==> src/design/gray_adjust_nibble_pack_assert.svh <==
// Assertion macros shared by the gray adjust nibble pack design.
`ifndef GRAY_ADJUST_NIBBLE_PACK_ASSERT_SVH
`define GRAY_ADJUST_NIBBLE_PACK_ASSERT_SVH

// Same-cycle implication, disabled while reset is asserted.
`define GAN_ASSERT_IMPLY(label, clk, rst_n, ante, cons, msg) \
    label: assert property (@(posedge clk) disable iff (!(rst_n)) (ante) |-> (cons)) \
        else $error(msg);

// Next-cycle implication, disabled while reset is asserted.
`define GAN_ASSERT_NEXT(label, clk, rst_n, ante, cons, msg) \
    label: assert property (@(posedge clk) disable iff (!(rst_n)) (ante) |=> (cons)) \
        else $error(msg);

`endif

==> src/design/gan_pkg.sv <==
// Types and constants shared by the gray adjust nibble pack design.
package gan_pkg;

    localparam int GAMMA_DEPTH_DEF = 256;
    localparam int COORD_W         = 12;
    localparam int PIXEL_W         = 16;
    localparam int GRAY_W          = 8;
    localparam int ADDR_W          = 23;
    localparam int NIBBLE_W        = 4;
    localparam int REG_IDX_W       = 2;
    localparam int REG_DATA_W      = 13;
    localparam int CONTRAST_W      = 9;
    localparam int BRIGHT_W        = 8;
    localparam int GAMMA_W         = 9;
    localparam int WIDTH_W         = 13;
    localparam int DIV_IN_W        = 18;
    localparam int DIV_OUT_W       = 11;

    localparam logic [CONTRAST_W-1:0] CONTRAST_RESET = 9'd100;
    localparam logic [BRIGHT_W-1:0]   BRIGHT_RESET   = 8'd0;
    localparam logic [GAMMA_W-1:0]    GAMMA_RESET    = 9'd100;
    localparam logic [GAMMA_W-1:0]    GAMMA_BYPASS   = 9'd100;
    localparam logic [WIDTH_W-1:0]    WIDTH_RESET    = 13'd960;

    localparam logic [18:0] RECIP_100   = 19'd335545;
    localparam int          RECIP_SHIFT = 25;
    localparam int          MID_GRAY    = 128;
    localparam int          FULL_SCALE  = 255;

    typedef enum logic [REG_IDX_W-1:0] {
        REG_CONTRAST   = 2'd0,
        REG_BRIGHTNESS = 2'd1,
        REG_GAMMA      = 2'd2,
        REG_WIDTH      = 2'd3
    } t_reg_idx;

    typedef enum logic {
        OP_PIXEL = 1'b0,
        OP_TABLE = 1'b1
    } t_op;

endpackage

==> src/design/gan_if.sv <==
// Stream and configuration interfaces of the gray adjust nibble pack design.
interface gan_in_if;
    logic                        valid;
    logic                        ready;
    logic                        op;
    logic [gan_pkg::PIXEL_W-1:0] pixel;
    logic [gan_pkg::COORD_W-1:0] block_x;
    logic [gan_pkg::COORD_W-1:0] block_y;
    logic [gan_pkg::COORD_W-1:0] column;
    logic [gan_pkg::COORD_W-1:0] line;
    logic [gan_pkg::GRAY_W-1:0]  table_index;
    logic [gan_pkg::GRAY_W-1:0]  table_value;

    modport source (output valid, op, pixel, block_x, block_y, column, line,
                    table_index, table_value, input ready);
    modport sink (input valid, op, pixel, block_x, block_y, column, line,
                  table_index, table_value, output ready);
endinterface

interface gan_out_if;
    logic                         valid;
    logic                         ready;
    logic [gan_pkg::ADDR_W-1:0]   byte_address;
    logic [gan_pkg::NIBBLE_W-1:0] nibble_value;
    logic                         high_nibble;

    modport source (output valid, byte_address, nibble_value, high_nibble, input ready);
    modport sink (input valid, byte_address, nibble_value, high_nibble, output ready);
endinterface

interface gan_cfg_if;
    logic                           valid;
    logic                           ready;
    logic [gan_pkg::REG_IDX_W-1:0]  index;
    logic [gan_pkg::REG_DATA_W-1:0] data;

    modport source (output valid, index, data, input ready);
    modport sink (input valid, index, data, output ready);
endinterface

==> src/design/gray_adjust_nibble_pack.sv <==
// Gray level adjustment and 4-bit framebuffer nibble write generator.
//
// The block takes one transfer per clock while the output is not stalled and
// presents its nibble write through a four-stage pipeline: contrast multiply
// and row address multiply, divide by 100, brightness add with clamp, then
// gamma table read into the output register. Ready is chained stage by
// stage, so only a stalled output slows the input, and empty stages keep
// taking input while a result waits. Gamma table writes travel the same
// pipeline and write the table in the read stage, which keeps them in order
// with pixel reads; they produce no output transfer. The gamma table holds no
// defined contents until software loads it.
`include "gray_adjust_nibble_pack_assert.svh"

module gray_adjust_nibble_pack #(
    parameter int GAMMA_DEPTH = gan_pkg::GAMMA_DEPTH_DEF
) (
    input  logic      i_clk,
    input  logic      i_rst_n,
    gan_in_if.sink    i_in,
    gan_out_if.source o_out,
    gan_cfg_if.sink   i_cfg
);
    import gan_pkg::*;

    localparam int IDX_W = $clog2(GAMMA_DEPTH);

    logic [CONTRAST_W-1:0]       r_contrast;
    logic signed [BRIGHT_W-1:0]  r_brightness;
    logic [GAMMA_W-1:0]          r_gamma;
    logic [WIDTH_W-1:0]          r_width;

    logic a1, a2, a3, a4;

    logic                        r_v1, r_op1;
    logic signed [DIV_IN_W-1:0]  r_prod1;
    logic [24:0]                 r_rowp1;
    logic [COORD_W:0]            r_col1;
    logic [GRAY_W-1:0]           r_tidx1, r_tval1;

    logic                        r_v2, r_op2, r_hi2;
    logic [ADDR_W-1:0]           r_addr2;
    logic [GRAY_W-1:0]           r_tidx2, r_tval2;
    logic signed [DIV_OUT_W-1:0] w_quo2, w_bt;

    logic                        r_v3, r_op3, r_hi3;
    logic [ADDR_W-1:0]           r_addr3;
    logic [GRAY_W-1:0]           r_tidx3, r_tval3, r_val3;

    logic                        r_v4, r_hi4, r_gam4;
    logic [ADDR_W-1:0]           r_addr4;
    logic [GRAY_W-1:0]           r_val4, r_rd;

    logic [GRAY_W-1:0]           r_mem [GAMMA_DEPTH];

    logic signed [18:0]          w_d, w_c, w_prod;
    logic [24:0]                 w_row, w_half, w_rowp;
    logic signed [DIV_IN_W-1:0]  w_bnum;
    logic signed [12:0]          w_sum;
    logic [GRAY_W-1:0]           w_clamp;
    logic                        w_tbl4, w_pix4;

    assign i_cfg.ready = 1'b1;

    always_ff @(posedge i_clk) begin
        if (!i_rst_n) begin
            r_contrast   <= CONTRAST_RESET;
            r_brightness <= BRIGHT_RESET;
            r_gamma      <= GAMMA_RESET;
            r_width      <= WIDTH_RESET;
        end else if (i_cfg.valid) begin
            case (t_reg_idx'(i_cfg.index))
                REG_CONTRAST:   r_contrast   <= i_cfg.data[CONTRAST_W-1:0];
                REG_BRIGHTNESS: r_brightness <= i_cfg.data[BRIGHT_W-1:0];
                REG_GAMMA:      r_gamma      <= i_cfg.data[GAMMA_W-1:0];
                REG_WIDTH:      r_width      <= i_cfg.data[WIDTH_W-1:0];
                default:        r_width      <= r_width;
            endcase
        end
    end

    assign a4 = !r_v4 || o_out.ready;
    assign a3 = !r_v3 || a4;
    assign a2 = !r_v2 || a3;
    assign a1 = !r_v1 || a2;
    assign i_in.ready = a1;

    always_comb begin
        w_d    = 19'(signed'({1'b0, i_in.pixel[GRAY_W-1:0]})) - 19'sd128;
        w_c    = 19'(signed'({1'b0, r_contrast}));
        w_prod = w_d * w_c;
        w_row  = 25'(i_in.block_y) + 25'(i_in.line);
        w_half = 25'(r_width[WIDTH_W-1:1]);
        w_rowp = w_row * w_half;
        w_bnum = DIV_IN_W'(r_brightness) * 18'sd255;
    end

    always_ff @(posedge i_clk) begin
        if (!i_rst_n) begin
            r_v1 <= 1'b0;
        end else if (a1) begin
            r_v1 <= i_in.valid;
        end
        if (a1) begin
            r_op1   <= i_in.op;
            r_prod1 <= w_prod[DIV_IN_W-1:0];
            r_rowp1 <= w_rowp;
            r_col1  <= (COORD_W+1)'(i_in.block_x) + (COORD_W+1)'(i_in.column);
            r_tidx1 <= i_in.table_index;
            r_tval1 <= i_in.table_value;
        end
    end

    gan_div100 u_div_contrast (
        .i_clk (i_clk),
        .i_en  (a2),
        .i_num (r_prod1),
        .o_quo (w_quo2)
    );

    gan_div100 u_div_bright (
        .i_clk (i_clk),
        .i_en  (1'b1),
        .i_num (w_bnum),
        .o_quo (w_bt)
    );

    always_ff @(posedge i_clk) begin
        if (!i_rst_n) begin
            r_v2 <= 1'b0;
        end else if (a2) begin
            r_v2 <= r_v1;
        end
        if (a2) begin
            r_op2   <= r_op1;
            r_addr2 <= r_rowp1[ADDR_W-1:0] + ADDR_W'(r_col1[COORD_W:1]);
            r_hi2   <= r_col1[0];
            r_tidx2 <= r_tidx1;
            r_tval2 <= r_tval1;
        end
    end

    always_comb begin
        w_sum = 13'sd128 + {{2{w_quo2[DIV_OUT_W-1]}}, w_quo2}
              + {{2{w_bt[DIV_OUT_W-1]}}, w_bt};
        if (w_sum < 13'sd0) begin
            w_clamp = '0;
        end else if (w_sum > 13'sd255) begin
            w_clamp = 8'(FULL_SCALE);
        end else begin
            w_clamp = w_sum[GRAY_W-1:0];
        end
    end

    always_ff @(posedge i_clk) begin
        if (!i_rst_n) begin
            r_v3 <= 1'b0;
        end else if (a3) begin
            r_v3 <= r_v2;
        end
        if (a3) begin
            r_op3   <= r_op2;
            r_addr3 <= r_addr2;
            r_hi3   <= r_hi2;
            r_tidx3 <= r_tidx2;
            r_tval3 <= r_tval2;
            r_val3  <= w_clamp;
        end
    end

    always_ff @(posedge i_clk) begin
        if (a4) begin
            if (r_v3 && (r_op3 == OP_TABLE)) begin
                r_mem[r_tidx3[IDX_W-1:0]] <= r_tval3;
            end
            r_rd <= r_mem[r_val3[IDX_W-1:0]];
        end
    end

    always_ff @(posedge i_clk) begin
        if (!i_rst_n) begin
            r_v4 <= 1'b0;
        end else if (a4) begin
            r_v4 <= r_v3 && (r_op3 == OP_PIXEL);
        end
        if (a4) begin
            r_addr4 <= r_addr3;
            r_hi4   <= r_hi3;
            r_val4  <= r_val3;
            r_gam4  <= (r_gamma != GAMMA_BYPASS);
        end
    end

    assign o_out.valid        = r_v4;
    assign o_out.byte_address = r_addr4;
    assign o_out.high_nibble  = r_hi4;
    assign o_out.nibble_value = r_gam4 ? r_rd[GRAY_W-1:NIBBLE_W] : r_val4[GRAY_W-1:NIBBLE_W];

    assign w_tbl4 = r_v3 && (r_op3 == OP_TABLE) && a4;
    assign w_pix4 = r_v3 && (r_op3 == OP_PIXEL) && a4;

    `GAN_ASSERT_IMPLY(a_idle_ready, i_clk, i_rst_n, !o_out.valid, i_in.ready, "input stalled")
    `GAN_ASSERT_NEXT(a_table_silent, i_clk, i_rst_n, w_tbl4, !o_out.valid, "stray result")
    `GAN_ASSERT_NEXT(a_pixel_out, i_clk, i_rst_n, w_pix4, o_out.valid, "pixel result lost")

endmodule

==> src/design/gan_div100.sv <==
// Registered signed divide by 100, truncating toward zero, by reciprocal multiply.
module gan_div100 (
    input  logic                                i_clk,
    input  logic                                i_en,
    input  logic signed [gan_pkg::DIV_IN_W-1:0] i_num,
    output logic signed [gan_pkg::DIV_OUT_W-1:0] o_quo
);
    import gan_pkg::*;

    logic                        w_neg;
    logic [DIV_IN_W-1:0]         w_mag;
    logic [35:0]                 w_prod;
    logic [DIV_OUT_W-1:0]        w_q;
    logic signed [DIV_OUT_W-1:0] r_quo;

    always_comb begin
        w_neg  = i_num[DIV_IN_W-1];
        w_mag  = w_neg ? (~i_num + 1'b1) : i_num;
        w_prod = 36'(w_mag[DIV_IN_W-2:0]) * 36'(RECIP_100);
        w_q    = w_prod[RECIP_SHIFT+DIV_OUT_W-1:RECIP_SHIFT];
    end

    always_ff @(posedge i_clk) begin
        if (i_en) begin
            r_quo <= w_neg ? (~w_q + 1'b1) : w_q;
        end
    end

    assign o_quo = r_quo;

endmodule
==> src/flat_wrapper.sv <==
// flat-port wrapper written by rule: the top's interface ports become plain ports
module gray_adjust_nibble_pack_flat import gan_pkg::*;
#(
    parameter int GAMMA_DEPTH = gan_pkg::GAMMA_DEPTH_DEF
)
  (i_clk, i_rst_n, i_in_valid, i_in_op, i_in_pixel, i_in_block_x, i_in_block_y, i_in_column, i_in_line, i_in_table_index, i_in_table_value, i_in_ready, o_out_valid, o_out_byte_address, o_out_nibble_value, o_out_high_nibble, o_out_ready, i_cfg_valid, i_cfg_index, i_cfg_data, i_cfg_ready);
  gan_in_if i_in_i ();
  gan_out_if o_out_i ();
  gan_cfg_if i_cfg_i ();
  input  logic i_clk;
  input  logic i_rst_n;
  input wire logic [$bits(i_in_i.valid)-1:0] i_in_valid;
  input wire logic [$bits(i_in_i.op)-1:0] i_in_op;
  input wire logic [$bits(i_in_i.pixel)-1:0] i_in_pixel;
  input wire logic [$bits(i_in_i.block_x)-1:0] i_in_block_x;
  input wire logic [$bits(i_in_i.block_y)-1:0] i_in_block_y;
  input wire logic [$bits(i_in_i.column)-1:0] i_in_column;
  input wire logic [$bits(i_in_i.line)-1:0] i_in_line;
  input wire logic [$bits(i_in_i.table_index)-1:0] i_in_table_index;
  input wire logic [$bits(i_in_i.table_value)-1:0] i_in_table_value;
  output wire logic [$bits(i_in_i.ready)-1:0] i_in_ready;
  output wire logic [$bits(o_out_i.valid)-1:0] o_out_valid;
  output wire logic [$bits(o_out_i.byte_address)-1:0] o_out_byte_address;
  output wire logic [$bits(o_out_i.nibble_value)-1:0] o_out_nibble_value;
  output wire logic [$bits(o_out_i.high_nibble)-1:0] o_out_high_nibble;
  input wire logic [$bits(o_out_i.ready)-1:0] o_out_ready;
  input wire logic [$bits(i_cfg_i.valid)-1:0] i_cfg_valid;
  input wire logic [$bits(i_cfg_i.index)-1:0] i_cfg_index;
  input wire logic [$bits(i_cfg_i.data)-1:0] i_cfg_data;
  output wire logic [$bits(i_cfg_i.ready)-1:0] i_cfg_ready;
  assign i_in_i.valid = i_in_valid;
  assign i_in_i.op = i_in_op;
  assign i_in_i.pixel = i_in_pixel;
  assign i_in_i.block_x = i_in_block_x;
  assign i_in_i.block_y = i_in_block_y;
  assign i_in_i.column = i_in_column;
  assign i_in_i.line = i_in_line;
  assign i_in_i.table_index = i_in_table_index;
  assign i_in_i.table_value = i_in_table_value;
  assign i_in_ready = i_in_i.ready;
  assign o_out_valid = o_out_i.valid;
  assign o_out_byte_address = o_out_i.byte_address;
  assign o_out_nibble_value = o_out_i.nibble_value;
  assign o_out_high_nibble = o_out_i.high_nibble;
  assign o_out_i.ready = o_out_ready;
  assign i_cfg_i.valid = i_cfg_valid;
  assign i_cfg_i.index = i_cfg_index;
  assign i_cfg_i.data = i_cfg_data;
  assign i_cfg_ready = i_cfg_i.ready;
  gray_adjust_nibble_pack #(.GAMMA_DEPTH(GAMMA_DEPTH)) u_core (.i_clk(i_clk), .i_rst_n(i_rst_n), .i_in(i_in_i), .o_out(o_out_i), .i_cfg(i_cfg_i));
endmodule
==> config.mk <==
export PLATFORM = sky130hd
export DESIGN_NAME = gray_adjust_nibble_pack_flat
export DESIGN_NICKNAME = d
export VERILOG_FILES = /design/src/design/gan_pkg.sv /design/src/design/gan_if.sv /design/src/design/gray_adjust_nibble_pack.sv /design/src/design/gan_div100.sv /design/src/flat_wrapper.sv
export VERILOG_INCLUDE_DIRS = /design/src /design/src/design
export SDC_FILE = /design/constraint.sdc
export NUM_CORES = 2
export LEC_CHECK = 0
export BUFFER_PORTS_ARGS = -buffer_cell sky130_fd_sc_hd__buf_2
export CORE_AREA = 10 10 456 413
export DETAILED_ROUTE_END_ITERATION = 8
export DIE_AREA = 0 0 466 423
export PLACE_DENSITY_LB_ADDON = 0.15
export SLEW_MARGIN = 20
export SYNTH_ARGS = -nofsm -noshare
export SYNTH_HDL_FRONTEND = slang
export SYNTH_HIERARCHICAL = 1
export SYNTH_SLANG_ARGS = --single-unit
==> constraint.sdc <==
create_clock -name i_clk -period 23.5 [get_ports i_clk]
set_input_delay 3.525 -clock i_clk [delete_from_list [all_inputs] [get_ports i_clk]]
set_output_delay 3.525 -clock i_clk [all_outputs]
set_load 0.005 [all_outputs]
==> summary.txt <==
Setup path
  – CP dominant cell by count: inv_1
  – Critical path class: flop to flop
  – Critical Path End Type: flop
  – CP Max Fanout: 23
  – CP max stage cell: nor4_1
  – Req. time, crit path: about 24,000 ps
  – Arrival time worst endpoint: ~14,000 ps
  – FF-to-FF path depth: 48
  – CP Launch Type: flop
  – CP max stage delay: about 760 ps

Global route
  – Number of global-route vias before repair: approximately 41k
  – Initial antenna violation count: 8
  – Overflow after GRT: 0
  – Largest net degree at the start of global routing: around 170
  – GR Util All Layers: 0.163
  – First-pass GRT wire length: 249 mm

Cells and area
  – Layout cells sized above 1: 0.148
  – FF/Latch Area: roughly 0.038 mm²
  – Most frequent cells in the layout: edfxtp_1, inv_1, ha_1, fa_1, nor2_1
  – Synth-to-Final Area Change: 11.0%
  – Commonest non-fill, non-tap cell in the layout: edfxtp_1
  – Nets: approximately 6k
  – Area occupied by multi-input gates: 0.0301 mm²
  – Cell Count, Final, Fillers Out: about 7.5k
  – Fillers: about 16k

Placed design
  – Hpwl dp: 112 mm
  – Gpl congestion: 0.815
  – Placed cells: between 7k and 8k
  – Port Buffers: about 120

Floorplanning
  – Ports: between 100 and 150
  – Starting Density: 0.399
  – Die Ht: around 420 µm
  – Die footprint: about 0.2 mm²
  – Area of the core: around 0.18 mm²
  – Die width: 466 µm
  – Row cnt: about 150

Clock network
  – TritonCTS Buffers: around 130
  – H-tree Lvls: 4
  – Clock slew at reported path FFs: ~60 ps
  – Longest Clk Path Bufs: 3
  – Buffer count from post-CTS setup fixing: 0
  – Hold_buf cts: 0
  – Root Driver: clkbuf_16
  – Cts repair resizes: 0
  – Clk sink count: around 1.3k
  – Skew-Pair Late Insertion Delay: a little under 800 ps
  – TritonCTS clock tree: yes

Yosys
  – Post-synth ARST share: 0
  – Mean Syn Cell Area: approximately 15 µm²
  – Ys flop type: edfxtp_1
  – Post-synth cell types: 91
  – EDFF count, synth: approximately 1.2k
  – Mapped cell area: between 0.07 and 0.08 mm²
  – Yosys warning count: 6
  – Post-Syn Instances: roughly 4.9k
  – Synthesized flop and latch total: roughly 1.3k
  – Register area share after synthesis: 0.531

Routing
  – Vias per cell: between 5 and 6
  – Wirelength, routed: ~160 mm
  – Vias: 38.1k
  – First drt pass iteration count: 5
  – 1st-iter DRT viols: approximately 2.4k
  – Remaining DRCs: 0
  – Routed length per instance: between 20 and 25 µm
  – Antenna viol nets, final: 0

STA
  – Final setup vio count: 0
  – Part of the cycle the worst path needs: 0.571
  – Fin Clk Skew: 44.2 ps
  – Pins Over Slew Limit: 0
  – Setup_tns: 0 ps
  – Tmin final: ~13,000 ps
  – Worst slew pin tran: 1190 ps
  – RSZ-0062 raised after global routing: false
  – Relative slew margins: 0.203
  – Final hold violation count: 0
  – Peak Freq: between 0.07 and 0.08 GHz

Hold path
  – Hold WC Path Type: flop to flop
  – Hold Path Cell Cnt: 0

Outcome
  – Status: complete, no violations

Job
  – Max-cap violations: 0
==> layout make-up <==
class	instances	share of cell area
sequential	1270	0.478
multi-input combinational	2751	0.382
tap	2384	0.0378
clock inverter	79	0.0121
inverter	672	0.0320
timing repair buffer	182	0.0142
clock buffer	156	0.0436
antenna	2	0.0000635
==> through the flow <==
step	area (µm²)	hold WS, ps	setup WS, ps	util
detailed placement	74500	405	9970	0.418
CTS	78800	402	9940	0.442
floorplan	71100	400	12130	-
global route	78900	404	9180	0.442
finish	78900	398	10090	0.442
global placement	74500	401	10070	0.418
==> logic make-up after synthesis <==
| kind of cell | count (synthesis) | synth area share |
|---|---|---|
| AO/OA/AOI/OAI | 388 | 0.0373 |
| XOR/XNOR | 163 | 0.0206 |
| adder cells (fa/ha/maj) | 882 | 0.197 |
| buffers and inverters | 840 | 0.0462 |
| flip-flops | 1270 | 0.531 |
| multiplexers | 348 | 0.105 |
| other | 1 | 0.0000528 |
| AND/OR/NAND/NOR | 958 | 0.0630 |
==> synthesized netlist by cell type (all sizes together), types with 42 or more instances <==
cell type	count	area, µm²
edfxtp	1228	36900
dfxtp	42	841
inv	671	2520
buf	50	312
nand3	42	210
clkbuf	118	447
xor2	61	542
nor2	342	1280
nor2b	56	350
xnor2	101	900
and2	108	676
o21ai	69	345
ha	491	6140
fa	391	7830
a21oi	97	485
nand2	266	998
mux4	320	7210
==> flip-flops by register name, summed over array words and instances (netlist names), 4 cells and up <==
signal,cells
u_core/u_div_bright/o_quo,11
u_core/r_addr2,23
u_core/r_mem,1024
u_core/r_gamma,9
u_core/r_val4,4
u_core/r_tidx1,8
u_core/r_tval3,4
u_core/r_brightness,8
u_core/r_prod1,18
u_core/r_rowp1,23
u_core/o_out.byte_address,23
u_core/r_val3,8
u_core/r_addr3,23
u_core/r_tval2,4
u_core/r_col1,13
u_core/r_rd,4
u_core/r_tidx2,8
u_core/r_width,12
u_core/r_tval1,4
u_core/r_tidx3,8
u_core/u_div_contrast/o_quo,11
u_core/r_contrast,9
==> worst max-delay path: cells and delay by family (launching register included) <==
kind | cells | cell delay, ps
buffers and inverters | 13 | 1500
xor gates and xnor gates | 6 | 1670
and+or+nand+nor | 6 | 1660
adders and majority gates | 13 | 5360
AOI/OAI and AO/OA | 10 | 2220
DFF | 1 | 740
==> routing by layer <==
metal | global-route usage | up-vias | share of wire
met5 | 0 | - | 0.00033
met4 | 0.0478 | 8 | 0.028
met3 | 0.0255 | 199 | 0.046
met2 | 0.270 | 778 | 0.49
met1 | 0.221 | 19418 | 0.44
li1 | - | 17702 | -
==> final timing paths <==
check	startpoint	end	slack, ps
setup / recovery	u_core/r_brightness[0]$_SDFFE_PN0P_	u_core/u_div_bright/o_quo[8]$_DFFE_PP_	10090
hold reg to reg	u_core/r_tidx1[6]$_DFFE_PP_	u_core/r_tidx2[6]$_DFFE_PP_	400
hold / removal	u_core/r_tidx1[6]$_DFFE_PP_	u_core/r_tidx2[6]$_DFFE_PP_	400
setup reg to reg	u_core/r_brightness[0]$_SDFFE_PN0P_	u_core/u_div_bright/o_quo[8]$_DFFE_PP_	10090
Power is not shown: default switching activity piles up to over one toggle a cycle in this logic, so the estimate is an artifact.
